## src/rtl/gbn_pkg.sv

```systemverilog
`timescale 1ns / 1ps
`default_nettype none
// ----------------------------------------------------------------------------
// gbn_pkg
// Shared types and constants of the Go-Back-N sender.
// ----------------------------------------------------------------------------
package gbn_pkg;

   localparam int SEQ_BITS     = 8;
   localparam int PAYLOAD_BITS = 64;
   localparam int TIMER_BITS   = 16;
   localparam int WIN_BITS     = 4;
   localparam int FLIGHT_BITS  = 4;

   // func codes on the request channel
   localparam logic [1:0] FUNC_SEND = 2'd0;
   localparam logic [1:0] FUNC_ACK  = 2'd1;
   localparam logic [1:0] FUNC_TICK = 2'd2;

   // kind codes on the response channel
   localparam logic [1:0] KIND_NEW     = 2'd0;
   localparam logic [1:0] KIND_RESENT  = 2'd1;
   localparam logic [1:0] KIND_REFUSED = 2'd2;

   // register indexes (byte address 4*index)
   localparam logic REG_WINDOW  = 1'b0;
   localparam logic REG_TIMEOUT = 1'b1;

   localparam logic [WIN_BITS-1:0]   WINDOW_RESET  = 4'd4;
   localparam logic [TIMER_BITS-1:0] TIMEOUT_RESET = 16'd1000;

   typedef struct packed {
      logic [WIN_BITS-1:0]   win_limit;
      logic [TIMER_BITS-1:0] timeout_ticks;
   } cfg_type;

   typedef struct packed {
      logic [1:0]              kind;
      logic [SEQ_BITS-1:0]     seq_number;
      logic [PAYLOAD_BITS-1:0] packet_data;
      logic                    last;
      logic [FLIGHT_BITS-1:0]  in_flight;
   } beat_type;

   typedef enum logic [1:0] {
      ST_IDLE,
      ST_READ,
      ST_EMIT
   } state_type;

endpackage

`default_nettype wire

```

## src/rtl/gbn_store.sv

```systemverilog
`timescale 1ns / 1ps
`default_nettype none
// ----------------------------------------------------------------------------
// gbn_store
// Payload ring memory: one write port, one read port with registered data.
// ----------------------------------------------------------------------------
module gbn_store
   import gbn_pkg::*;
#(
   parameter int WINDOW_MAX = 8,
   parameter int IDX_BITS   = 3
) (
   input  wire logic                    clock,
   input  wire logic                    wr_en,
   input  wire logic [IDX_BITS-1:0]     wr_addr,
   input  wire logic [PAYLOAD_BITS-1:0] wr_data,
   input  wire logic                    rd_en,
   input  wire logic [IDX_BITS-1:0]     rd_addr,
   output logic      [PAYLOAD_BITS-1:0] rd_data
);

   logic [PAYLOAD_BITS-1:0] mem [WINDOW_MAX];
   logic [PAYLOAD_BITS-1:0] rd_data_ff;

   always_ff @(posedge clock) begin
      if (wr_en) begin
         mem[wr_addr] <= wr_data;
      end
   end

   always_ff @(posedge clock) begin
      if (rd_en) begin
         rd_data_ff <= mem[rd_addr];
      end
   end

   assign rd_data = rd_data_ff;

endmodule

`default_nettype wire

```

## src/rtl/gbn_ctrl.sv

```systemverilog
`timescale 1ns / 1ps
`default_nettype none
// ----------------------------------------------------------------------------
// gbn_ctrl
// Window state, retransmit timer, resend sequencer and response register.
// ----------------------------------------------------------------------------
module gbn_ctrl
   import gbn_pkg::*;
#(
   parameter int WINDOW_MAX = 8,
   parameter int IDX_BITS   = 3,
   parameter int CNT_BITS   = 4
) (
   input  wire logic                    clock,
   input  wire logic                    reset,
   input  wire cfg_type                 cfg,
   input  wire logic                    req_valid,
   output logic                         req_ready,
   input  wire logic [1:0]              req_func,
   input  wire logic [PAYLOAD_BITS-1:0] req_payload,
   input  wire logic [SEQ_BITS-1:0]     req_ack_number,
   input  wire logic                    req_ack_intact,
   output logic                         rsp_valid,
   input  wire logic                    rsp_ready,
   output beat_type                     rsp_beat,
   output logic                         wr_en,
   output logic [IDX_BITS-1:0]          wr_addr,
   output logic [PAYLOAD_BITS-1:0]      wr_data,
   output logic                         rd_en,
   output logic [IDX_BITS-1:0]          rd_addr,
   input  wire logic [PAYLOAD_BITS-1:0] rd_data
);

   localparam logic [SEQ_BITS-1:0] WIN_MAX = SEQ_BITS'(WINDOW_MAX);

   // ring slot arithmetic: slot index plus an offset of at most WINDOW_MAX
   function automatic logic [IDX_BITS-1:0] wrap(input logic [SEQ_BITS-1:0] s);
      logic [SEQ_BITS-1:0] r;
      r = (s >= WIN_MAX) ? (s - WIN_MAX) : s;
      return IDX_BITS'(r);
   endfunction

   state_type             state_ff, state_in;
   logic [SEQ_BITS-1:0]   base_ff, base_in;
   logic [SEQ_BITS-1:0]   next_ff, next_in;
   logic [IDX_BITS-1:0]   head_ff, head_in;
   logic                  run_ff, run_in;
   logic [TIMER_BITS-1:0] count_ff, count_in;
   logic [CNT_BITS-1:0]   idx_ff, idx_in;
   logic                  valid_ff, valid_in;
   beat_type              beat_ff, beat_in;

   logic [SEQ_BITS-1:0]   n;
   logic [SEQ_BITS-1:0]   eff_win;
   logic [TIMER_BITS-1:0] eff_to;
   logic [SEQ_BITS-1:0]   ack_d;
   logic [SEQ_BITS-1:0]   ack_next;
   logic                  out_free;
   logic                  is_last;

   assign n        = next_ff - base_ff;
   assign ack_d    = req_ack_number - base_ff;
   assign ack_next = req_ack_number + SEQ_BITS'(1);
   assign out_free = !valid_ff || rsp_ready;
   assign is_last  = (SEQ_BITS'(idx_ff) + SEQ_BITS'(1)) == n;

   always_comb begin
      if (cfg.win_limit == '0) begin
         eff_win = SEQ_BITS'(1);
      end else if (SEQ_BITS'(cfg.win_limit) > WIN_MAX) begin
         eff_win = WIN_MAX;
      end else begin
         eff_win = SEQ_BITS'(cfg.win_limit);
      end
      eff_to = (cfg.timeout_ticks == '0) ? TIMER_BITS'(1) : cfg.timeout_ticks;
   end

   always_ff @(posedge clock) begin
      if (reset) begin
         state_ff <= ST_IDLE;
         base_ff  <= '0;
         next_ff  <= '0;
         head_ff  <= '0;
         run_ff   <= 1'b0;
         count_ff <= '0;
         idx_ff   <= '0;
         valid_ff <= 1'b0;
      end else begin
         state_ff <= state_in;
         base_ff  <= base_in;
         next_ff  <= next_in;
         head_ff  <= head_in;
         run_ff   <= run_in;
         count_ff <= count_in;
         idx_ff   <= idx_in;
         valid_ff <= valid_in;
      end
   end

   always_ff @(posedge clock) begin
      beat_ff <= beat_in;
   end

   always_comb begin
      state_in  = state_ff;
      base_in   = base_ff;
      next_in   = next_ff;
      head_in   = head_ff;
      run_in    = run_ff;
      count_in  = count_ff;
      idx_in    = idx_ff;
      valid_in  = valid_ff && !rsp_ready;
      beat_in   = beat_ff;
      req_ready = 1'b0;
      wr_en     = 1'b0;
      wr_addr   = wrap(SEQ_BITS'(head_ff) + n);
      wr_data   = req_payload;
      rd_en     = 1'b0;
      rd_addr   = wrap(SEQ_BITS'(head_ff) + SEQ_BITS'(idx_ff));

      case (state_ff)
         ST_IDLE: begin
            req_ready = out_free;
            if (req_valid && out_free) begin
               case (req_func)
                  FUNC_SEND: begin
                     valid_in     = 1'b1;
                     beat_in.last = 1'b1;
                     if (n >= eff_win) begin
                        beat_in.kind        = KIND_REFUSED;
                        beat_in.seq_number  = '0;
                        beat_in.packet_data = '0;
                        beat_in.in_flight   = FLIGHT_BITS'(n);
                     end else begin
                        wr_en               = 1'b1;
                        beat_in.kind        = KIND_NEW;
                        beat_in.seq_number  = next_ff;
                        beat_in.packet_data = req_payload;
                        beat_in.in_flight   = FLIGHT_BITS'(n + SEQ_BITS'(1));
                        next_in             = next_ff + SEQ_BITS'(1);
                        if (n == '0) begin
                           run_in   = 1'b1;
                           count_in = '0;
                        end
                     end
                  end
                  FUNC_ACK: begin
                     if (req_ack_intact && (ack_d < n)) begin
                        base_in  = ack_next;
                        head_in  = wrap(SEQ_BITS'(head_ff) + ack_d + SEQ_BITS'(1));
                        count_in = '0;
                        run_in   = (ack_next != next_ff);
                     end
                  end
                  FUNC_TICK: begin
                     if (run_ff) begin
                        if (({1'b0, count_ff} + (TIMER_BITS+1)'(1)) < {1'b0, eff_to}) begin
                           count_in = count_ff + TIMER_BITS'(1);
                        end else begin
                           count_in = '0;
                           idx_in   = '0;
                           if (n != '0) begin
                              state_in = ST_READ;
                           end
                        end
                     end
                  end
                  default: begin
                  end
               endcase
            end
         end
         ST_READ: begin
            rd_en    = 1'b1;
            state_in = ST_EMIT;
         end
         ST_EMIT: begin
            if (out_free) begin
               valid_in            = 1'b1;
               beat_in.kind        = KIND_RESENT;
               beat_in.seq_number  = base_ff + SEQ_BITS'(idx_ff);
               beat_in.packet_data = rd_data;
               beat_in.last        = is_last;
               beat_in.in_flight   = FLIGHT_BITS'(n);
               idx_in              = idx_ff + CNT_BITS'(1);
               state_in            = is_last ? ST_IDLE : ST_READ;
            end
         end
         default: begin
            state_in = ST_IDLE;
         end
      endcase
   end

   assign rsp_valid = valid_ff;
   assign rsp_beat  = beat_ff;

endmodule

`default_nettype wire

```

## src/rtl/go_back_n_sender_top.sv

```systemverilog
`timescale 1ns / 1ps
`default_nettype none
// ----------------------------------------------------------------------------
// go_back_n_sender_top
// Go-Back-N ARQ sender with APB register port and stream channels.
// ----------------------------------------------------------------------------
// Usage:
//  - req_* stream carries one command per beat: tuser selects send (0),
//    ack (1) or timer tick (2). Code 3 is dropped.
//  - rsp_* stream carries emitted packets: new sends, refusals and timeout
//    resends. tlast marks the final beat caused by one request.
//  - csr_* APB port holds the window limit (0x0) and timeout_ticks (0x4).
//    Write only while the block is idle.
//  - A send, ack or tick completes at acceptance; a send or refusal shows up on
//    rsp in the cycle after acceptance, from the output register.
//  - A timeout streams all outstanding packets oldest first: each beat is a
//    payload memory read, then a load of the output register that waits while
//    it is full. Requests are held off until the last resend beat is loaded.
//  - Requests are accepted while the output register is empty or drains in
//    the same cycle; a stalled receiver therefore stalls req as well.
//  - Reset (synchronous) empties the window, stops the timer and restores the
//    register defaults. The payload memory is not cleared; it is only read at
//    entries written by earlier sends.
// ----------------------------------------------------------------------------
module go_back_n_sender_top
   import gbn_pkg::*;
#(
   parameter int WINDOW_MAX = 8
) (
   input  wire logic        clock,
   input  wire logic        reset,
   // request channel
   input  wire logic        req_tvalid,
   output logic             req_tready,
   input  wire logic [79:0] req_tdata,  // payload[63:0], ack_number[71:64], ack_intact[72]
   input  wire logic [1:0]  req_tuser,  // func[1:0]
   // response channel
   output logic             rsp_tvalid,
   input  wire logic        rsp_tready,
   output logic [79:0]      rsp_tdata,  // seq_number[7:0], packet_data[71:8], in_flight[75:72]
   output logic [1:0]       rsp_tuser,  // kind[1:0]
   output logic             rsp_tlast,
   // register port
   input  wire logic        csr_psel,
   input  wire logic        csr_penable,
   input  wire logic        csr_pwrite,
   input  wire logic [2:0]  csr_paddr,
   input  wire logic [31:0] csr_pwdata,
   output logic [31:0]      csr_prdata,
   output logic             csr_pready
);

   localparam int IDX_BITS = (WINDOW_MAX > 1) ? $clog2(WINDOW_MAX) : 1;
   localparam int CNT_BITS = $clog2(WINDOW_MAX + 1);

   logic [WIN_BITS-1:0]   window_ff;
   logic [TIMER_BITS-1:0] timeout_ff;
   logic                  csr_wr;
   logic                  csr_sel;
   cfg_type               cfg;
   beat_type              beat;

   logic                    wr_en;
   logic [IDX_BITS-1:0]     wr_addr;
   logic [PAYLOAD_BITS-1:0] wr_data;
   logic                    rd_en;
   logic [IDX_BITS-1:0]     rd_addr;
   logic [PAYLOAD_BITS-1:0] rd_data;

   // register file: index lives in paddr[2], low address bits ignored
   assign csr_pready = 1'b1;
   assign csr_sel    = csr_paddr[2];
   assign csr_wr     = csr_psel && csr_penable && csr_pwrite && csr_pready;

   always_ff @(posedge clock) begin
      if (reset) begin
         window_ff  <= WINDOW_RESET;
         timeout_ff <= TIMEOUT_RESET;
      end else if (csr_wr) begin
         if (csr_sel == REG_WINDOW) begin
            window_ff <= csr_pwdata[WIN_BITS-1:0];
         end else begin
            timeout_ff <= csr_pwdata[TIMER_BITS-1:0];
         end
      end
   end

   assign csr_prdata = (csr_sel == REG_TIMEOUT) ? 32'(timeout_ff) : 32'(window_ff);

   assign cfg.win_limit     = window_ff;
   assign cfg.timeout_ticks = timeout_ff;

   gbn_ctrl #(
      .WINDOW_MAX (WINDOW_MAX),
      .IDX_BITS   (IDX_BITS),
      .CNT_BITS   (CNT_BITS)
   ) u_ctrl (
      .clock          (clock),
      .reset          (reset),
      .cfg            (cfg),
      .req_valid      (req_tvalid),
      .req_ready      (req_tready),
      .req_func       (req_tuser),
      .req_payload    (req_tdata[63:0]),
      .req_ack_number (req_tdata[71:64]),
      .req_ack_intact (req_tdata[72]),
      .rsp_valid      (rsp_tvalid),
      .rsp_ready      (rsp_tready),
      .rsp_beat       (beat),
      .wr_en          (wr_en),
      .wr_addr        (wr_addr),
      .wr_data        (wr_data),
      .rd_en          (rd_en),
      .rd_addr        (rd_addr),
      .rd_data        (rd_data)
   );

   gbn_store #(
      .WINDOW_MAX (WINDOW_MAX),
      .IDX_BITS   (IDX_BITS)
   ) u_store (
      .clock   (clock),
      .wr_en   (wr_en),
      .wr_addr (wr_addr),
      .wr_data (wr_data),
      .rd_en   (rd_en),
      .rd_addr (rd_addr),
      .rd_data (rd_data)
   );

   assign rsp_tdata = {4'b0, beat.in_flight, beat.packet_data, beat.seq_number};
   assign rsp_tuser = beat.kind;
   assign rsp_tlast = beat.last;

endmodule

`default_nettype wire
```

## config.mk

```make
export PLATFORM = sky130hd
export DESIGN_NAME = go_back_n_sender_top
export DESIGN_NICKNAME = d
export VERILOG_FILES = /design/src/rtl/gbn_pkg.sv /design/src/rtl/gbn_store.sv /design/src/rtl/gbn_ctrl.sv /design/src/rtl/go_back_n_sender_top.sv
export SDC_FILE = /design/constraint.sdc
export NUM_CORES = 1
export LEC_CHECK = 0
export BUFFER_PORTS_ARGS = -buffer_cell sky130_fd_sc_hd__buf_2
export CELL_PAD_IN_SITES_DETAIL_PLACEMENT = 0
export CELL_PAD_IN_SITES_GLOBAL_PLACEMENT = 1
export CORE_UTILIZATION = 30
export DETAILED_ROUTE_END_ITERATION = 12
export GPL_ROUTABILITY_DRIVEN = 1
export HOLD_SLACK_MARGIN = 0.08
export PLACE_DENSITY_LB_ADDON = 0.05
export SLEW_MARGIN = 20
export SYNTH_ARGS = -nofsm -noshare
export SYNTH_HDL_FRONTEND = slang
export SYNTH_SLANG_ARGS = --single-unit
```

## constraint.sdc

```tcl
create_clock -name clock -period 12.5 [get_ports clock]
set_input_delay 1.25 -clock clock [delete_from_list [all_inputs] [get_ports clock]]
set_output_delay 1.25 -clock clock [all_outputs]
set_load 0.02 [all_outputs]
```

Yosys cells after proc, flatten, opt, wreduce, memory -nomap -nowiden
Memories as Yosys holds them, arrays and structs flattened. A register that Yosys moved wholly into a read port is not among the register bits.
Index checks and enable logic that the tools add are counted.
W data, S select, Z words.
- flip-flop bits (word level): 142
- bits in writable memories: 512
- bits of input ports: 124
- output and inout bits: 118
- logic and storage cells: 134
- memories: 1
- add/subtract/negate cells: 17
- order comparisons: 7
- eq/ne operators: 17
- muxes and demuxes: 49
- bitwise operators: 2
- reductions and logical operators: 26
- memories (name ; depth ; bits a word ; read ports ; clocked after memory_dff ; write ports ; RTL line ; text):
    u_store.mem ; 8 ; 64 ; 1 ; 1 ; 1 ; gbn_store.sv:22 ; logic [PAYLOAD_BITS-1:0] mem [WINDOW_MAX];
- operators with widths (operator ; number):
    $mux W79 ; 3
    $pmux W79 S2 ; 1
    $mux W16 ; 7
    $mux W74 ; 1
    $pmux W16 S3 ; 1
    $mux W4 ; 7
    $add A8 B1 Y8 const B ; 3
    $reduce_and A6 Y1 ; 3
    $add A16 B1 Y17 const B ; 1
    $lt A17 B16 Y1 ; 1
    $add A16 B1 Y16 const B ; 1
    $add A3 B8 Y8 ; 2
    $ge A8 B4 Y1 const B ; 2
    $logic_not A16 Y1 ; 1
    $sub A8 B8 Y8 ; 2
    $mux W1 ; 15
    $ne A2 B1 Y1 const B ; 7
    $mux W2 ; 6
    $reduce_and A4 Y1 ; 3
    $mux W3 ; 3
    $sub A3 B1 Y3 const B ; 3
    $add A4 B1 Y4 const B ; 2
    $add A8 B4 Y8 ; 1
    $eq A5 B8 Y1 ; 1
    other kinds (26) ; 41

Logic depth before layout (Yosys ltp)
- depth after elaboration: 10
- mapped depth: 17
- gate-level depth less buffers: 16

By module
Synthesis repeated with hierarchy kept, for this count alone.
- cell total of the unflattened synthesis: 1890
- area total of the unflattened synthesis: 30680.7 um^2
- by module, submodules not included (module ; instances ; cells an instance ; area each (um^2) ; seq. area each (um^2)):
    gbn_store ; 1 ; 816 ; 21187.8 ; 17296.6
    gbn_ctrl ; 1 ; 947 ; 8313.0 ; 3233.1
    go_back_n_sender_top ; 1 ; 127 ; 1179.9 ; 400.4

Worst setup path after synthesis
OpenSTA, ideal clock, no wires.
- path kind: register to register
- start: register u_ctrl.next_ff[0]
- end: memory u_store.mem[2][0] (enable)
- setup time: 0.644 ns
- arrival time: 8.837 ns
- data required time: 11.856 ns
- path slack: 3.019 ns
- stages on the path, launching flop included: 14
- buffers on the path: 2
- period minus slack after synthesis: 9.481 ns
- path through: dfxtp_1 -> clkbuf_1 -> inv_1 -> ha_1 -> inv_1 -> fa_1 -> xor2_1 -> ha_1 -> nand2_1 -> o221ai_1 -> a211o_1 -> buf_6 -> or2_1 -> nor4_1
- cells in the longest elaborated chain, start to end: 8
- elaborated cells on any way between the ends: 12
- classes of those cells: 3 x add/sub; 2 x order compare; 7 x mux
- ends and longest elaborated chain (item ; RTL line ; text):
    start, declared ; gbn_ctrl.sv:45 ; logic [SEQ_BITS-1:0] next_ff, next_in;
    start signal, assigned ; gbn_ctrl.sv:91 ; next_ff <= next_in;
    $sub A8 B8 Y8 (*) ; gbn_ctrl.sv:61 ; assign n = next_ff - base_ff;
    parallel branches: the longest is 7 deep, another holds $add A3 B8 Y8 ; - ;
    end, declared ; gbn_store.sv:22 ;
Every way passes the cells marked *.

Worst setup path in the final report
- start: register u_ctrl.next_ff[0]
- end: memory u_store.mem[1][61] (enable)
The elaborated chain is that of the path after synthesis.

==> metrics <==
Cells after Synth 1793; share of cells above drive strength 1 0.2780; Num CTS Buffers 84; DRC errors left 0; Std-Cell Rows 115; clock-pin slew on the worst setup and hold paths 0.06 ns; die area 100500 sq um; Root Driver clkbuf_16; Setup Total Neg Slack 0 ns; Max Clock Skew 0.01834 ns; core area 98420 sq um; count leader, synth edfxtp_1; Leak 11.83 nW; TritonCTS clock tree built; Critical Path AT 6.21 ns; Die Span Y 317.0 microns; worst slew pin tran 1.019 ns; Internal Power 0.004251 W; Switching Share 0.2390; Inst Count DP 3223; Sequential Power Share 0.484; DP HPWL 44050 microns; met3 Use GR 0.02922; critical path's largest stage delay 0.66 ns; fin. max-slew vios 0; Sequential Area 20930 sq um; Placer Congestion 0.7338; status completed; Worst-Skew Late Latency 0.64 ns; Rel. slew slack 0.3204; fmax 168.0 MHz; GRT met2 Usage 0.2591; pwr/cell area 159.7 nW/um^2; Comb pwr share 0.088; average wire per standard cell 23.19 microns; minimum clock period 5.953 ns; H-tree depth 3; final hold vios 0; GRT busiest layer met2; unrepaired setup endpoints after global routing false; CP startpoint kind register; R2R depth 16; worst-path cell chain inv_1 -> ha_1 -> nor2b_1 -> o21a_1 -> nor2_1 -> xnor2_1 -> ha_1 -> a21oi_1 -> o221ai_1 -> a211o_4 -> buf_4 -> nor2_1 -> nand2_1 -> nor2_4 -> buf_4 -> buf_4; most frequent CP cell buf_4; r2r startpoint u_ctrl.next_ff[0]; first-pass GRT wire length 115400 microns; synthesis warning total 0; Endpoint, Worst Hold timeout_ff[10]; Worst Hold Class reg2reg; Post-synth ARST share 0; Num Clock Sinks 718; CTS max path bufs 3; Post-Layout Cell Count 3374; CTS Hold Bufs 0; Total Routing Usage GR 0.1573; met1 Resource Use GR 0.2117; Initial DRT Pass Iterations 7; Reg-to-Reg End u_store.mem[1][61]; io pins 242; Synth area leaders edfxtp_1 (66%), mux4_2 (9.7%), dfxtp_1 (4.2%); Slowest cell on crit path buf_4; post-CTS resize count 0; antenna viol nets, final 0; GRT overflow 0; VDD IR max 0.1178 mV; synth unique cells 67; clock power share 0.427; register area share after synthesis 0.7030; Syn Area/Cell 16.61 sq um; top cell type's share of synthesized area 0.6606; Fillers 9467; crit path kind reg2reg; ys flop type edfxtp_1; largest net degree at the start of global routing 129; worst hold slack 0.4944 ns; PortBufs 195; total vias in the final route 16060; worst reg2reg setup slack 6.55 ns; area leader, netlist edfxtp_1; Psw 0.001335 W; vias in the first global route 17290; area of the multi-input gates 8333 sq um; DR vias/cell 4.759; initial core utilization 0.3025; Post-Route WL 78250 microns; Post-synth EDFFs 655; Die W 317.0 microns; CP Max Fanout 44; Hold Crit Start timeout_ff[10]; Critical Path RT 12.76 ns; final period utilization 0.4762; initial antenna violation count 9; hold depth 2; max-cap check violation count 0; Layout Nets 2205; Starting DRT DRC Count 964; Yosys reg bits 718; Netlist Area Pre-Place 29770 sq um; # setup viols final 0; Post-synth top cells edfxtp_1 (655), nand2_1 (197), mux4_2 (128), o21ai_0 (84); final core occ 0.3554; Post-CTS Setup Bufs 0; Area growth syn-to-layout 17.49%; crit end category register
stage by stage:
stage / power (W) / instance area, sq um / setup slack, ns
6_report: 0.005586 / 34980 / 6.547
5_1_grt: 0.005819 / 34980 / 6.031
4_1_cts: 0.005692 / 34980 / 6.329
3_5_place_dp: 0.003265 / 32300 / 6.352
3_3_place_gp: 0.003260 / 32300 / 6.413
2_1_floorplan: 0.003065 / 29840 / 3.019
worst max path at each step:
stage                            from                 end
global route        u_ctrl.base_ff[1]  u_store.mem[1][61]
CTS                 u_ctrl.next_ff[0]  u_store.mem[3][29]
finish              u_ctrl.next_ff[0]  u_store.mem[1][61]
floorplan           u_ctrl.next_ff[0]   u_store.mem[2][0]
detailed placement  u_ctrl.next_ff[0]  u_store.mem[3][29]
global placement    u_ctrl.next_ff[0]  u_store.mem[3][42]
power by group through the flow:
| stage | sequential (W) | combinational (W) | clock [W] |
|---|---|---|---|
| global route | 0.00271 | 0.000547 | 0.00256 |
| finish | 0.00271 | 0.000493 | 0.00239 |
| detailed placement | 0.00276 | 0.000508 | 0 |
| CTS | 0.00271 | 0.000511 | 0.00248 |
| global placement | 0.00275 | 0.000505 | 0 |
| floorplan | 0.00278 | 0.000290 | 0 |
flip-flops by register name, summed over array words and instances (netlist names), 8 cells and up:
register         cells
u_store.mem        512
u_ctrl.count_ff     16
u_ctrl.base_ff       8
u_store.rd_data     64
timeout_ff          16
u_ctrl.rsp_beat     79
u_ctrl.next_ff       8
cells by family (layout without fill, tap and decap cells):
logic type	Yosys count	in the layout	synth area share
mux	202	202	0.1246
xor+xnor	65	65	0.01937
buf+inv	155	429	0.02311
compound gates	203	203	0.04278
fa+ha+maj	59	59	0.02631
flops	718	718	0.7030
simple gates	389	389	0.06064
other cells	2	22	0.0002522
critical path, delay by kind of cell (launching register included):
kind,cells,cell delay (ns)
flops,1,0.50
fa+ha+maj,2,0.60
xor+xnor,1,0.55
compound gates,4,1.02
simple gates,5,1.02
buf+inv,4,1.76
layout make-up:
type	instances	area share
repair buffers	228	0.03534
clock buffers	97	0.06209
clock inverters	53	0.01441
diodes	1	0.00007154
flip-flops and latches	718	0.5983
well taps	1287	0.04603
multi-input cells	939	0.2382
inverters	51	0.005508
layer usage:
metal	routed length, microns	part of all wire	vias up
li1	-	-	7334
met1	35530	0.45	8267
met2	37620	0.48	338
met3	3456	0.044	109
met4	1599	0.020	8
met5	46	0.00059	-
layout by cell type, fill, tap and decap left out, types with 6 or more instances in the layout:
| cell | synthesis | routed |
|---|---|---|
| a211o_1 | 9 | 8 |
| clkbuf_1 | 67 | 12 |
| o22ai_1 | 7 | 7 |
| a21o_1 | 17 | 17 |
| o21ai_0 | 84 | 84 |
| ha_1 | 53 | 52 |
| nand2b_1 | 15 | 14 |
| conb_1 | 2 | 21 |
| mux2_2 | 68 | 68 |
| buf_4 | 21 | 32 |
| inv_1 | 50 | 50 |
| nand3_1 | 13 | 13 |
| nor2_1 | 68 | 65 |
| edfxtp_1 | 655 | 655 |
| a211oi_1 | 11 | 11 |
| buf_2 | 4 | 195 |
| nand2_1 | 197 | 197 |
| xnor2_1 | 40 | 39 |
| clkinv_2 | 0 | 22 |
| clkinv_1 | 1 | 17 |
| or2_2 | 7 | 7 |
| bufinv_16 | 0 | 7 |
| nand3b_1 | 8 | 8 |
| nor4_1 | 9 | 7 |
| clkbuf_16 | 0 | 85 |
| and2_1 | 14 | 14 |
| mux4_2 | 128 | 128 |
| nor3_1 | 15 | 11 |
| a21oi_1 | 44 | 44 |
| xor2_1 | 24 | 24 |
| mux2i_1 | 6 | 6 |
| nand4_1 | 12 | 12 |
| dfxtp_1 | 63 | 63 |
Note: power is estimated with default switching activity, not from simulation.
